$ cat src/vst_pkg.sv
package vst_pkg;

   // Grid limits and defaults
   localparam int MAX_NX_DEF = 64;
   localparam int MAX_NY_DEF = 64;
   localparam int MAX_NZ_DEF = 4096;

   // Widest index fields carried between front and back
   localparam int XMAX_W = 10;
   localparam int YMAX_W = 10;
   localparam int ZMAX_W = 16;

   localparam int DATA_W      = 32;
   localparam int QUEUE_DEPTH = 4;

   // Register reset values
   localparam logic [6:0]  SIZE_X_RST = 7'd64;
   localparam logic [6:0]  SIZE_Y_RST = 7'd64;
   localparam logic [12:0] SIZE_Z_RST = 13'd64;
   localparam logic [4:0]  GHOST_RST  = 5'd1;

   // Register indexes
   localparam logic [1:0] CSR_SIZE_X = 2'd0;
   localparam logic [1:0] CSR_SIZE_Y = 2'd1;
   localparam logic [1:0] CSR_SIZE_Z = 2'd2;
   localparam logic [1:0] CSR_GHOST  = 2'd3;

   // One classified grid point
   typedef struct packed {
      logic signed [DATA_W-1:0] vel_u;
      logic signed [DATA_W-1:0] vel_v;
      logic signed [DATA_W-1:0] vel_w;
      logic signed [DATA_W-1:0] x_coord;
      logic signed [DATA_W-1:0] y_coord;
      logic signed [DATA_W-1:0] z_coord;
      logic [XMAX_W-1:0]        ci;
      logic [YMAX_W-1:0]        cj;
      logic [ZMAX_W-1:0]        kc;
      logic                     kbit;
      logic                     emit;
      logic                     last;
      logic                     plane_end;
   } item_type;

   // Saturate a 33-bit signed value to 32 bits
   function automatic logic signed [DATA_W-1:0] sat33(input logic signed [DATA_W:0] v);
      logic signed [DATA_W-1:0] r;
      if (v[DATA_W] != v[DATA_W-1]) begin
         r = v[DATA_W] ? {1'b1, {(DATA_W-1){1'b0}}} : {1'b0, {(DATA_W-1){1'b1}}};
      end else begin
         r = v[DATA_W-1:0];
      end
      return r;
   endfunction

endpackage

$ cat src/vst_queue.sv
module vst_queue (
   input  logic              clock,
   input  logic              reset,
   input  logic              push,
   input  vst_pkg::item_type push_item,
   output logic              full,
   input  logic              pop,
   output logic              empty,
   output vst_pkg::item_type head_item
);
   localparam int PW = $clog2(vst_pkg::QUEUE_DEPTH);

   vst_pkg::item_type entry_ff [vst_pkg::QUEUE_DEPTH];
   logic [PW-1:0]     wr_ff, rd_ff;
   logic [PW:0]       count_ff;

   assign full      = (count_ff == (PW+1)'(vst_pkg::QUEUE_DEPTH));
   assign empty     = (count_ff == '0);
   assign head_item = entry_ff[rd_ff];

   // Store entries
   always_ff @(posedge clock) begin
      if (push) begin
         entry_ff[wr_ff] <= push_item;
      end
   end

   // Advance pointers
   always_ff @(posedge clock) begin
      if (reset) begin
         wr_ff    <= '0;
         rd_ff    <= '0;
         count_ff <= '0;
      end else begin
         if (push) wr_ff <= wr_ff + PW'(1);
         if (pop)  rd_ff <= rd_ff + PW'(1);
         if (push && !pop) count_ff <= count_ff + (PW+1)'(1);
         else if (pop && !push) count_ff <= count_ff - (PW+1)'(1);
      end
   end

endmodule

$ cat config.mk
export PLATFORM = sky130hd
export DESIGN_NAME = vst_queue
export DESIGN_NICKNAME = d
export VERILOG_FILES = /design/src/vst_pkg.sv /design/src/vst_queue.sv
export SDC_FILE = /design/constraint.sdc
export NUM_CORES = 1
export LEC_CHECK = 0
export BUFFER_PORTS_ARGS = -buffer_cell sky130_fd_sc_hd__buf_4
export CORE_AREA = 4 4 350 180
export CTS_CLUSTER_SIZE = 20
export DETAILED_ROUTE_END_ITERATION = 16
export DIE_AREA = 0 0 354 184
export GPL_TIMING_DRIVEN = 0
export PLACE_DENSITY = 0.87
export SYNTH_ARGS = -nofsm -noshare
export SYNTH_HDL_FRONTEND = slang
export SYNTH_SLANG_ARGS = --single-unit
$ cat constraint.sdc
create_clock -name clock -period 7.1 [get_ports clock]
set_input_delay 0 -clock clock [delete_from_list [all_inputs] [get_ports clock]]
set_output_delay 0 -clock clock [all_outputs]
set_load 0.02 [all_outputs]
==> out/qor.csv <==
metric,value,unit
status,"finished, final reports clean",
setup tns final,0,ps
minimum clock period,2920,ps
RSZ-0062 raised after global routing,no,
crit-path cells,buf_2 > clkbuf_1 > buf_2 > mux4_2 > buf_4,
f_max,343,MHz
Core Box Area,0.0601,sq mm
post-synth cell types,20,
Routed Antenna Nets,0,
endpoints failing hold,0,
layout cells sized above 1,41.4,%
Post-DP Area,0.0389,sq mm
GRT Util Overall,26.8,%
Total Wirelength,86.5,mm
Yosys reg bits,937,
Synth Cell Area,0.0339,sq mm
largest net degree at the start of global routing,61,
RD Place Congestion,0.747,
Die ar.,0.0651,sq mm
cts hold-fix bufs,236,
Die Width,354,microns
Die H,184,microns
"Avg Cell Area, Syn",27.0,sq um
postcts setup bufs,0,
CTS root buf,clkbuf_16,
wire per inst,29.4,microns
number of synthesized flops with an enable pin,928,
worst stage delay on the critical path,690,ps
# fillers,3100,
total CTS buffers,78,
Worst path slowest cell,clkbuf_1,
grt total ovfl,0,
PnR worst setup slack,4180,ps
Final period util,41.1,%
Initial Util,56.4,%
CP required,7100,ps
drt drc,0,
Slew @ Worst Pin,871,ps
Clock Pin Slew Worst Setup and Hold Paths,80,ps
total power,12.6,mW
post-route insts no fill,2945,
Top Ports,470,
critical path class,reg2out,
CTS tree,done,
share of flip-flops with an asynchronous set or reset,0,%
most frequent cell on the critical path,buf_2,
Max IR drop VDD,290,uV
"Slew Viols, Final",0,
clk buf depth,3,
top cell type's share of synthesized area,82.2,%
final setup skew,31.8,ps
crit-path max FO,10,
# H-tree levels,3,
CP arrival,2920,ps
Hold Crit Class,in2reg,
DP Worst Slack,4780,ps
vias in the first global route,18800,
register area share after synthesis,82.7,%
first-pass GRT wire length,128,mm
Skew-Pair Late Insertion Delay,620,ps
Port-buffer cells,468,
largest cells by area after synthesis,"edfxtp_1 82%, mux4_2 15%, buf_6 0.70%",
clk sinks,937,
# resized after CTS,0,
Most used DFF post-synth,edfxtp_1,
Vias,17500,
cell total after placement,2565,
Vias/cell,5.94,
WP buf/inv,4,
Slew HR,41.9,%
iteration count of the initial detailed-routing pass,5,
Final Cell Area,0.0439,sq mm
DP HPWL,47.1,mm
syn_nets,1498,
final net count,2298,
Synth Instances,1256,
Worst Setup Start Kind,flip-flop,
initial antenna violation count,4,
CP top delay family,buffers and inverters,
yosys warns,0,
leakage,15.0,nW
P per Cell Area,288,mW/mm^2
CP endpoint kind,output pin,
MaxCap Viol Count,0,
# setup viols final,0,
largest area contributor in the netlist,edfxtp_1,
area grow syn2layout,29.4,%
drt initial violations,2113,
num rows,64,
-- worst register-to-register path: cells and delay by family (launching register included) --
family,cells,cell delay [ps]
adders and majority gates,1,190
buffers and inverters,2,660
and+or+nand+nor,1,520
DFF,1,400
-- metrics by stage --
| stage | hold WS (ps) | util, % |
|---|---|---|
| finish | 131 | 73.0 |
| floorplan | 98.9 | - |
| detailed placement | 202 | 64.7 |
| global route | 104 | 73.0 |
| global placement | 198 | 63.9 |
| CTS | 89.6 | 73.0 |
-- where the power goes --
group          switching (mW)  internal [mW]
sequential             0.0803           6.36
combinational           0.932          0.786
clock                    2.03           2.46
-- per-layer routing --
layer	vias up	global-route usage (%)	wire [microns]
li1	7051	-	-
met5	-	0	0
met3	129	5.53	7100
met2	1013	47.7	46600
met4	0	5.20	1610
met1	9290	35.1	31200
-- worst paths after layout --
| kind | slack (ps) | from | end | depth (start not counted) |
|---|---|---|---|---|
| setup / recovery | 4180 | flip-flop | head_item[137] | 5 |
| hold / removal | 130 | push_item[74] | entry_ff[1][74] | 2 |
| setup reg to reg | 4940 | wr_ff[0] | entry_ff[3][60] | 4 |
| hold reg to reg | 570 | wr_ff[1] | wr_ff[1] | 2 |
-- cell usage after synthesis, drive strengths merged (2+ instances only) --
cell and n:
ha 5, mux2i 2, mux4 232, xor2 3, xnor2 2, nor2 7, buf 46, clkbuf 7
dfxtp 9, edfxtp 928, and2 4, inv 4
-- area by class of cell --
type                            instances  area [sq um]  share of cell area (%)
Antenna cell                            6          15.0                  0.0342
Multi-Input combinational cell        262          5470                    12.5
Clock buffer                           91          2040                    4.66
Inverter                                4          15.0                  0.0342
Tap cell                              825          1030                    2.35
Sequential cell                       937         28000                    63.9
Clock inverter                         47           566                    1.29
Buffer                                 53           388                   0.884
Timing Repair Buffer                  720          6320                    14.4
-- kinds of logic (layout without fill, tap and decap cells) --
logic type	after synthesis	after routing	share of synthesized area, %
fa+ha+maj	6	6	0.244
xor+xnor	5	5	0.129
compound gates	2	2	0.0295
buf+inv	57	915	1.19
flops	937	937	82.7
simple gates	15	15	0.218
mux	234	234	15.5
other cells	0	6	0
-- state kept, by name, indices dropped and copies added (netlist names), named ones only --
register	flops
entry_ff	928
count_ff	3
rd_ff	2
wr_ff	2
-- cell usage in the layout (no fill, tap or decap), types with 4 or more instances in the layout --
cell type / count
mux4_2: 232
buf_2: 25
buf_4: 468
diode_2: 6
edfxtp_1: 928
clkinv_1: 17
clkinv_2: 8
nor2_1: 7
bufinv_16: 10
buf_16: 16
and2_4: 4
ha_1: 5
inv_1: 4
dlygate4sd3_1: 236
clkbuf_1: 18
dfxtp_1: 9
buf_6: 21
clkbuf_16: 80
(Power assumes the default switching activity.)
