[src/vst_pkg.sv]
package vst_pkg;

   // Grid limits and defaults
   localparam int MAX_NX_DEF = 64;
   localparam int MAX_NY_DEF = 64;
   localparam int MAX_NZ_DEF = 4096;

   // Widest index fields carried between front and back
   localparam int XMAX_W = 10;
   localparam int YMAX_W = 10;
   localparam int ZMAX_W = 16;

   localparam int DATA_W      = 32;
   localparam int QUEUE_DEPTH = 4;

   // Register reset values
   localparam logic [6:0]  SIZE_X_RST = 7'd64;
   localparam logic [6:0]  SIZE_Y_RST = 7'd64;
   localparam logic [12:0] SIZE_Z_RST = 13'd64;
   localparam logic [4:0]  GHOST_RST  = 5'd1;

   // Register indexes
   localparam logic [1:0] CSR_SIZE_X = 2'd0;
   localparam logic [1:0] CSR_SIZE_Y = 2'd1;
   localparam logic [1:0] CSR_SIZE_Z = 2'd2;
   localparam logic [1:0] CSR_GHOST  = 2'd3;

   // One classified grid point
   typedef struct packed {
      logic signed [DATA_W-1:0] vel_u;
      logic signed [DATA_W-1:0] vel_v;
      logic signed [DATA_W-1:0] vel_w;
      logic signed [DATA_W-1:0] x_coord;
      logic signed [DATA_W-1:0] y_coord;
      logic signed [DATA_W-1:0] z_coord;
      logic [XMAX_W-1:0]        ci;
      logic [YMAX_W-1:0]        cj;
      logic [ZMAX_W-1:0]        kc;
      logic                     kbit;
      logic                     emit;
      logic                     last;
      logic                     plane_end;
   } item_type;

   // Saturate a 33-bit signed value to 32 bits
   function automatic logic signed [DATA_W-1:0] sat33(input logic signed [DATA_W:0] v);
      logic signed [DATA_W-1:0] r;
      if (v[DATA_W] != v[DATA_W-1]) begin
         r = v[DATA_W] ? {1'b1, {(DATA_W-1){1'b0}}} : {1'b0, {(DATA_W-1){1'b1}}};
      end else begin
         r = v[DATA_W-1:0];
      end
      return r;
   endfunction

endpackage

[src/vst_front.sv]
module vst_front #(
   parameter int MAX_NX = vst_pkg::MAX_NX_DEF,
   parameter int MAX_NY = vst_pkg::MAX_NY_DEF,
   parameter int MAX_NZ = vst_pkg::MAX_NZ_DEF
) (
   input  logic              clock,
   input  logic              reset,
   input  logic              csr_we,
   input  logic [1:0]        csr_index,
   input  logic [12:0]       csr_wdata,
   input  logic              req_tvalid,
   output logic              req_tready,
   input  logic [191:0]      req_tdata,
   input  logic              q_full,
   output logic              push,
   output vst_pkg::item_type push_item
);
   localparam int XW  = $clog2(MAX_NX);
   localparam int YW  = $clog2(MAX_NY);
   localparam int ZW  = $clog2(MAX_NZ);
   localparam int M1  = (XW > YW) ? XW : YW;
   localparam int M2  = (M1 > ZW) ? M1 : ZW;
   localparam int CW  = ((M2 > 13) ? M2 : 13) + 3;

   logic [6:0]    size_x_ff, size_y_ff;
   logic [12:0]   size_z_ff;
   logic [4:0]    ghost_ff;
   logic [XW-1:0] ci_ff;
   logic [YW-1:0] cj_ff;
   logic [ZW-1:0] ck_ff;

   logic [CW-1:0] nx, ny, nz, g, ci, cj, kin, kc;
   logic          accept, emit, last, i_end, j_end, k_end;

   assign req_tready = !q_full;
   assign accept     = req_tvalid && !q_full;

   // Clamp sizes and ghost count
   always_comb begin
      nx = (CW'(size_x_ff) < CW'(3)) ? CW'(3) :
           ((CW'(size_x_ff) > CW'(MAX_NX)) ? CW'(MAX_NX) : CW'(size_x_ff));
      ny = (CW'(size_y_ff) < CW'(3)) ? CW'(3) :
           ((CW'(size_y_ff) > CW'(MAX_NY)) ? CW'(MAX_NY) : CW'(size_y_ff));
      nz = (CW'(size_z_ff) < CW'(3)) ? CW'(3) :
           ((CW'(size_z_ff) > CW'(MAX_NZ)) ? CW'(MAX_NZ) : CW'(size_z_ff));
      g  = (ghost_ff == 5'd0) ? CW'(1) : CW'(ghost_ff);
      ci  = CW'(ci_ff);
      cj  = CW'(cj_ff);
      kin = CW'(ck_ff);
      kc  = kin - CW'(1);
   end

   // Classify the point below this one
   always_comb begin
      emit = (kin != '0) && (ci >= g) && (ci + g < nx) && (cj >= g) && (cj + g < ny) &&
             (kc >= g) && (kc + g < nz);
      last = (ci + g + CW'(1) == nx) && (cj + g + CW'(1) == ny) &&
             (kc + g + CW'(1) == nz);
      i_end = !(ci + CW'(1) < nx);
      j_end = !(cj + CW'(1) < ny);
      k_end = !(kin + CW'(1) < nz);
   end

   // Pack the request into a queue entry
   always_comb begin
      push                = accept;
      push_item.vel_u     = req_tdata[31:0];
      push_item.vel_v     = req_tdata[63:32];
      push_item.vel_w     = req_tdata[95:64];
      push_item.x_coord   = req_tdata[127:96];
      push_item.y_coord   = req_tdata[159:128];
      push_item.z_coord   = req_tdata[191:160];
      push_item.ci        = vst_pkg::XMAX_W'(ci_ff);
      push_item.cj        = vst_pkg::YMAX_W'(cj_ff);
      push_item.kc        = vst_pkg::ZMAX_W'(kc);
      push_item.kbit      = ck_ff[0];
      push_item.emit      = emit;
      push_item.last      = last;
      push_item.plane_end = i_end && j_end;
   end

   // Hold registers, advance counters
   always_ff @(posedge clock) begin
      if (reset) begin
         size_x_ff <= vst_pkg::SIZE_X_RST;
         size_y_ff <= vst_pkg::SIZE_Y_RST;
         size_z_ff <= vst_pkg::SIZE_Z_RST;
         ghost_ff  <= vst_pkg::GHOST_RST;
         ci_ff     <= '0;
         cj_ff     <= '0;
         ck_ff     <= '0;
      end else if (csr_we) begin
         unique case (csr_index)
            vst_pkg::CSR_SIZE_X: size_x_ff <= csr_wdata[6:0];
            vst_pkg::CSR_SIZE_Y: size_y_ff <= csr_wdata[6:0];
            vst_pkg::CSR_SIZE_Z: size_z_ff <= csr_wdata;
            vst_pkg::CSR_GHOST:  ghost_ff  <= csr_wdata[4:0];
            default: ghost_ff <= ghost_ff;
         endcase
         ci_ff <= '0;
         cj_ff <= '0;
         ck_ff <= '0;
      end else if (accept) begin
         if (!i_end) begin
            ci_ff <= ci_ff + XW'(1);
         end else begin
            ci_ff <= '0;
            if (!j_end) begin
               cj_ff <= cj_ff + YW'(1);
            end else begin
               cj_ff <= '0;
               ck_ff <= k_end ? '0 : ck_ff + ZW'(1);
            end
         end
      end
   end

endmodule

[config.mk]
export PLATFORM = sky130hd
export DESIGN_NAME = vst_front
export DESIGN_NICKNAME = d
export VERILOG_FILES = /design/src/vst_pkg.sv /design/src/vst_front.sv
export SDC_FILE = /design/constraint.sdc
export NUM_CORES = 1
export LEC_CHECK = 0
export BUFFER_PORTS_ARGS = -buffer_cell sky130_fd_sc_hd__buf_4
export CAP_MARGIN = 20
export CELL_PAD_IN_SITES_DETAIL_PLACEMENT = 0
export CELL_PAD_IN_SITES_GLOBAL_PLACEMENT = 2
export CORE_AREA = 2 2 194 196
export DETAILED_ROUTE_END_ITERATION = 7
export DIE_AREA = 0 0 196 198
export MAX_ROUTING_LAYER = met4
export PLACE_DENSITY_LB_ADDON = 0.3
export SLEW_MARGIN = 20
export SYNTH_ARGS = -nofsm -noshare
export SYNTH_HDL_FRONTEND = slang
export SYNTH_SLANG_ARGS = --single-unit
[constraint.sdc]
create_clock -name clock -period 4.9 [get_ports clock]
set_clock_uncertainty 0.15 [all_clocks]
set_input_delay 0.49 -clock clock [delete_from_list [all_inputs] [get_ports clock]]
set_output_delay 0.49 -clock clock [all_outputs]
set_load 0.01 [all_outputs]
==> results of run 1 <==
## through the flow
step,cell area (sq um),power [mW],setup slack (ps),setup TNS [ps]
after global placement,7280,0.784,129,0
after global routing,7840,1.28,-7.71,-15.1
after detailed placement,7280,0.781,139,0
final,7840,1.21,177,0
after CTS,7550,1.21,-6.17,-6.17
after floorplan,7650,0.843,99.1,0
## cell families (layout without fill, tap and decap cells)
| logic type | after synthesis | after routing | share of synthesized area (%) |
|---|---|---|---|
| AO/OA/AOI/OAI | 167 | 167 | 14.2 |
| AND/OR/NAND/NOR | 300 | 300 | 19.6 |
| XOR/XNOR | 78 | 78 | 9.47 |
| flip-flops | 56 | 56 | 14.7 |
| adder cells (fa/ha/maj) | 91 | 91 | 15.2 |
| multiplexers | 22 | 22 | 2.89 |
| other | 1 | 8 | 0.0492 |
| buffers and inverters | 278 | 158 | 23.9 |
## layout by cell type (no fill, tap or decap), types with 7 or more instances in the layout
master / n
xnor2_1: 47
nor2b_1: 14
ha_1: 80
nor2_1: 85
and3_1: 10
buf_4: 106
conb_1: 8
a21oi_1: 59
o21ai_0: 36
a21o_1: 12
nand3b_1: 8
nand2_1: 75
nor3b_1: 7
nand3_1: 22
xor2_1: 20
inv_1: 39
nand2b_1: 13
dfxtp_1: 54
ha_2: 7
mux2i_1: 20
nand4_1: 10
nor3_1: 12
## final cells by class
type | instances | area (sq um)
fill | 4161 | 29100
multi-input combinational | 666 | 5010
sequential | 56 | 1130
timing repair buffer | 106 | 796
tap | 474 | 593
inverter | 44 | 165
clock buffer | 5 | 125
clock inverter | 3 | 27.5
## final timing paths
kind                                  start                        end  slack, ps  cells after the start
hold / removal                 csr_wdata[9]  size_z_ff[9]$_SDFFE_PP0P_        270                      3
setup reg to reg      ck_ff[0]$_SDFFE_PP0P_      ck_ff[3]$_SDFFE_PP0P_        840                     15
hold reg to reg   size_z_ff[4]$_SDFFE_PP0P_  size_z_ff[4]$_SDFFE_PP0P_        330                      2
setup / recovery      ck_ff[0]$_SDFFE_PP0P_               push_item[1]        180                     17
## synth_stat cells (6+ instances only)
library cell / number
nor4_1: 6
clkbuf_1: 23
or2_2: 6
ha_1: 88
buf_4: 206
and2_1: 6
dfxtp_1: 56
a21o_1: 12
nor3_1: 15
mux2i_1: 22
nand2_1: 76
or3_1: 7
inv_1: 40
nand3_1: 23
xnor2_1: 52
a21oi_1: 59
o21ai_0: 40
nor2_1: 85
nor2b_1: 14
and3_1: 10
nand2b_1: 14
nand3b_1: 8
nand4_1: 10
xor2_1: 22
nor3b_1: 9
## metal layers
| metal | track usage [%] | vias up |
|---|---|---|
| li1 | - | 2935 |
| met3 | 2.45 | 74 |
| met2 | 23.0 | 145 |
| met1 | 15.0 | 2740 |
| met4 | 5.58 | 0 |
| met5 | - | - |
## critical path, delay by kind of cell, from the launching register on
family / cells / cell delay, ps
flops: 1 / 370
compound gates: 5 / 720
simple gates: 3 / 1040
mux: 1 / 290
fa+ha+maj: 2 / 470
buf+inv: 4 / 500
xor+xnor: 2 / 390
## state kept, by name, summed over array words and instances (netlist names)
| signal | flops |
|---|---|
| size_z_ff | 13 |
| ci_ff | 6 |
| ck_ff | 12 |
| size_y_ff | 7 |
| cj_ff | 6 |
| ghost_ff | 5 |
| size_x_ff | 7 |
## repair_timing
action / in CTS / in global routing
cloned: 0 / 0
endpoints found under the hold margin: 0 / 0
gates resized for setup: 24 / 41
pin swaps: 8 / 25
setup buffers: 1 / 13
endpoints found under the setup margin: 2 / 2
## report_power, final
part	switching, mW	internal [mW]
registers	0.00968	0.464
clock network	0.215	0.196
logic	0.181	0.144
total	0.406	0.803
==> run_results.csv, run 1 <==
group,metric,value,unit
sta,hold_viol,0,
hold_path,hold_class,"in2reg",
sta,slew_viol_final,0,
die,ioPinCount,446,
synth,ys_seq_area_share,14.7,%
sta,setup_viol,0,
clock_network,cts_tree,"yes",
placed_design,hpwlAfterDp,20700,um
routing,routed_via_density,4.35,
synth,yosysWarningCount,0,
die,die_h,198,um
die,rows,71,
critical_path,cp_cell_sequence,"inv_1 -> ha_2 -> xor2_2 -> buf_4 -> ha_4 -> nor3b_4 -> o31ai_1 -> buf_4 -> a2bb2oi_4 -> mux2i_2 -> xnor2_2 -> and3b_2 -> a32o_1 -> a22oi_1 -> or4_4 -> a31oi_4 -> buf_4",
synth,synth.distinct_cells,70,
power_and_ir_drop,p_per_area,154,nW/um^2
finish,area_growth,2.86,%
sta,tightest_slew,909,ps
clock_network,cts.sinks,56,
clock_network,root_buffer,"clkbuf_16",
die,die-area,38800,sq um
sta,fin_crit,4720,ps
critical_path,startpoint_type,"flip-flop",
routing,top_layer,"met4",
synth,synthCells,993,
placed_design,dp.cells,1332,
finish,antenna_cells,0,
grt,antenna_found_initial,0,
routing,wl_met2,12500,um
clock_network,clk_latency,320,ps
sta,timing.final.crit_share,96.4,%
grt,grt_pass1_wl,37600,um
sta,hold_slack,270,ps
sta,maxSlewHeadroom,39.2,%
synth,synth_area,7620,sq um
critical_path,crit_fanout,5,
critical_path,critPathArrivalTime,4080,ps
clock_network,clk_pin_slew,80,ps
synth,synth_edf_count,0,
routing,dr.first_iter.drc_count,192,
power_and_ir_drop,ir_worst_vdd,0.000136,V
synth,ys_async_sr_fraction,0,%
status,run_status,"finished, final reports clean",
critical_path,path_class,"reg2out",
power_and_ir_drop,leakagePower,3.24,nW
critical_path,cpPeakStageDelay,580,ps
grt,grt.overflow.total,0,
routing,routed-wl-met3,1210,um
critical_path,endpoint_kind,"output pin",
routing,met1Wirelength,10700,um
sta,max_freq,212,MHz
synth,yosysTopAreaCellShare,20.3,%
grt,grt_usage,13.2,%
synth,avgSynthCellArea,7.67,sq um
synth,yosysTopAreaCell,"buf_4",
routing,drtAntennaViolNets,0,
routing,drc,0,
critical_path,required,4260,ps
critical_path,slowest_stage,"or4_4",
synth,synth_seq_cells,56,
die,initial_utilization,20.6,%
finish,finish.utilization,21.2,%
clock_network,cts_buffers,5,
routing,routed_wl,25300,um
clock_network,htreeDepth,2,
flow_run,maxCapViolCount,0,
die,die_w,196,um
routing,avgRoutedWirePerCell,18.7,um
grt,grt_pass1_vias,5934,
placed_design,place.gp.congestion,0.788,
clock_network,cts_hold_buf,0,
critical_path,cp_common_cell,"buf_4",
finish,fin_cells,1354,
finish,final_net_count,1182,
routing,drtPass1Iterations,4,
synth,synth_area_leaders,"buf_4 (20%), dfxtp_1 (15%), ha_1 (14%)",
synth,synth_flop_cell,"dfxtp_1",
finish,drive_gt1_share,20.9,%
placed_design,port_buffers,53,
clock_network,cts_buffer_depth,2,
grt,grt_max_degree,34,
routing,vias,5894,
die,coreArea,37000,sq um
(Power assumes the default switching activity.)
==> run 2, diff against run 1 <==
- CORE_AREA: 2 2 194 196 -> 2 2 186 188
- DIE_AREA: 0 0 196 198 -> 0 0 188 190
- SLEW_MARGIN: 20 -> 15
- clock period: 4.9 -> 5.4 ns (I/O delays scaled with it)
==> run 2 against run 1 <==
Worst hold slack gained 40 ps. Power shrank 12%. First-iteration DRC count is 42% higher. Die area is 8.0% lower. Cell count decreased by 4.1%. Non-clock buffer count shrank 37. Sequential cell count did not move. Routed wire length is 7.6% lower. Clock power is 8.8% lower. Sequential share of layout area grew 0.89 points. Clock-buffer cell count unchanged.
==> run_results.csv, run 2 (synthesis gave the netlist of run 1 again) <==
group,metric,value,unit
sta,setup_viol,0,
critical_path,cp_cell_sequence,"inv_1 -> a41o_1 -> ha_1 -> fa_1 -> ha_1 -> xnor2_1 -> xnor2_1 -> nand4_1 -> nor3_1 -> nand3_1 -> nor4_2 -> nand4_1 -> or4_1 -> a31oi_1 -> buf_4",
finish,reg_top3,"size_z_ff: 13 flops, ck_ff: 12 flops",
routing,drtPass1Iterations,4,
placed_design,dp.cells,1290,
power_and_ir_drop,p_per_area,145,nW/um^2
finish,final_net_count,1145,
finish,largest_reg_flops,13,
routing,vias,5695,
clock_network,clk_latency,330,ps
routing,avgRoutedWirePerCell,18.0,um
die,ioPinCount,446,
clock_network,postCtsSetupRepairBufs,0,
sta,max_freq,193,MHz
flow_run,maxCapViolCount,0,
sta,hold_viol,0,
grt,grt.overflow.total,0,
critical_path,critPathLaunch,"ghost_ff[2]$_SDFFE_PP0P_",
power_and_ir_drop,leakagePower,3.04,nW
finish,drive_gt1_share,13.4,%
routing,drc,0,
critical_path,crit_family,"simple AND/OR/NAND/NOR gates",
critical_path,required,4710,ps
clock_network,cts_hold_buf,0,
sta,slew_viol_final,0,
routing,routed_via_density,4.39,
die,die_h,190,um
placed_design,place.gp.congestion,0.802,
die,initial_utilization,22.4,%
sta,grt_setup_unrepaired,"yes",
placed_design,dpl_cell_area,7080,sq um
critical_path,cpPeakStageDelay,600,ps
critical_path,slowest_stage,"or4_1",
hold_path,hp-start,"csr_wdata[11]",
critical_path,timing.rr.start,"ck_ff[0]$_SDFFE_PP0P_",
clock_network,root_buffer,"clkbuf_16",
finish,fillers,3795,
finish,final_common_cell,"ha_1",
placed_design,port_buffers,53,
sta,fin_crit,5190,ps
grt,grt_pass1_vias,5700,
routing,dr.first_iter.drc_count,273,
placed_design,hpwlAfterDp,19200,um
finish,final_cell_mix,"ha_1 (88), nor2_1 (85), nand2_1 (76)",
placed_design,place_ws,346,ps
sta,fin_setup_tns,0,ps
clock_network,cts_buffers,5,
finish,stdcell_area,7360,sq um
clock_network,htreeDepth,2,
clock_network,clk_pin_slew,90,ps
power_and_ir_drop,ir_worst_vdd,0.000109,V
grt,grt_usage,13.4,%
finish,area_growth,-3.45,%
die,rows,68,
status,run_status,"finished, final reports clean",
die,die-area,35700,sq um
clock_network,cts_buffer_depth,2,
critical_path,crit_fanout,6,
grt,grt_max_degree,34,
routing,routed_wl,23400,um
die,coreArea,33900,sq um
sta,worst_slack,213,ps
sta,timing.final.crit_share,96.1,%
sta,tightest_slew,954,ps
hold_path,hold_class,"in2reg",
critical_path,critPathArrivalTime,4500,ps
critical_path,path_class,"reg2out",
grt,grt_pass1_wl,35300,um
clock_network,cts.sinks,56,
critical_path,path_buf_inv,2,
finish,fin_cells,1298,
critical_path,startpoint_type,"flip-flop",
grt,antenna_found_initial,1,
power_and_ir_drop,power.total,1.07,mW
critical_path,endpoint_kind,"output pin",
die,die_w,188,um
routing,drtAntennaViolNets,0,
clock_network,cts_tree,"yes",
finish,antenna_cells,0,
sta,maxSlewHeadroom,36.2,%
finish,regMostFlops,"size_z_ff",
run 2: cell count changes in the layout (fill, tap and decap cells not counted), moves of 4 or more:
cell | previous run | this run
buf_4 | 106 | 69
ha_1 | 80 | 88
ha_2 | 7 | 0
o21ai_0 | 36 | 40
run 2: layer usage:
metal	track usage, %	share of wire, %
met3	1.97	3.3
met1	15.9	44
met2	22.9	49
met5	-	0
met4	5.12	3.0
run 2: worst paths after layout:
kind                                endpoint  depth (start not counted)  slack (ps)
setup / recovery                push_item[1]                         15         210
hold / removal    size_z_ff[11]$_SDFFE_PP0P_                          3         310
setup reg to reg       ck_ff[6]$_SDFFE_PP0P_                         15        1430
hold reg to reg    size_z_ff[4]$_SDFFE_PP0P_                          2         330
run 2: area by class of cell:
| class | instances | area (sq um) | area share [%] |
|---|---|---|---|
| Clock buffer | 5 | 125 | 1.70 |
| Multi-Input combinational cell | 666 | 4830 | 65.7 |
| Sequential cell | 56 | 1120 | 15.3 |
| Inverter | 44 | 165 | 2.24 |
| Tap cell | 455 | 569 | 7.74 |
| Timing Repair Buffer | 69 | 518 | 7.04 |
| Clock inverter | 3 | 26.3 | 0.357 |
run 2: through the flow:
stage	hold slack (ps)	util (%)
floorplan	287	-
global placement	317	20.9
detailed placement	326	20.9
CTS	299	21.4
global route	306	21.7
finish	310	21.7
run 2: report_power, final:
group / switching (mW) / internal, mW / leakage [nW]
combinational: 0.153 / 0.111 / 2.52
sequential: 0.00930 / 0.421 / 0.454
clock: 0.198 / 0.177 / 0.0680
total: 0.360 / 0.710 / 3.04
run 2: worst min-delay path, stage by stage:
cell	delay, ps
buf_4	110
nand2_1	40
a21oi_1	50
run 2: repair_timing:
item                       CTS  global route
setup endpoints to repair    2             2
pin swaps                    0             1
gates resized for setup      2            17
gates cloned                 0             0
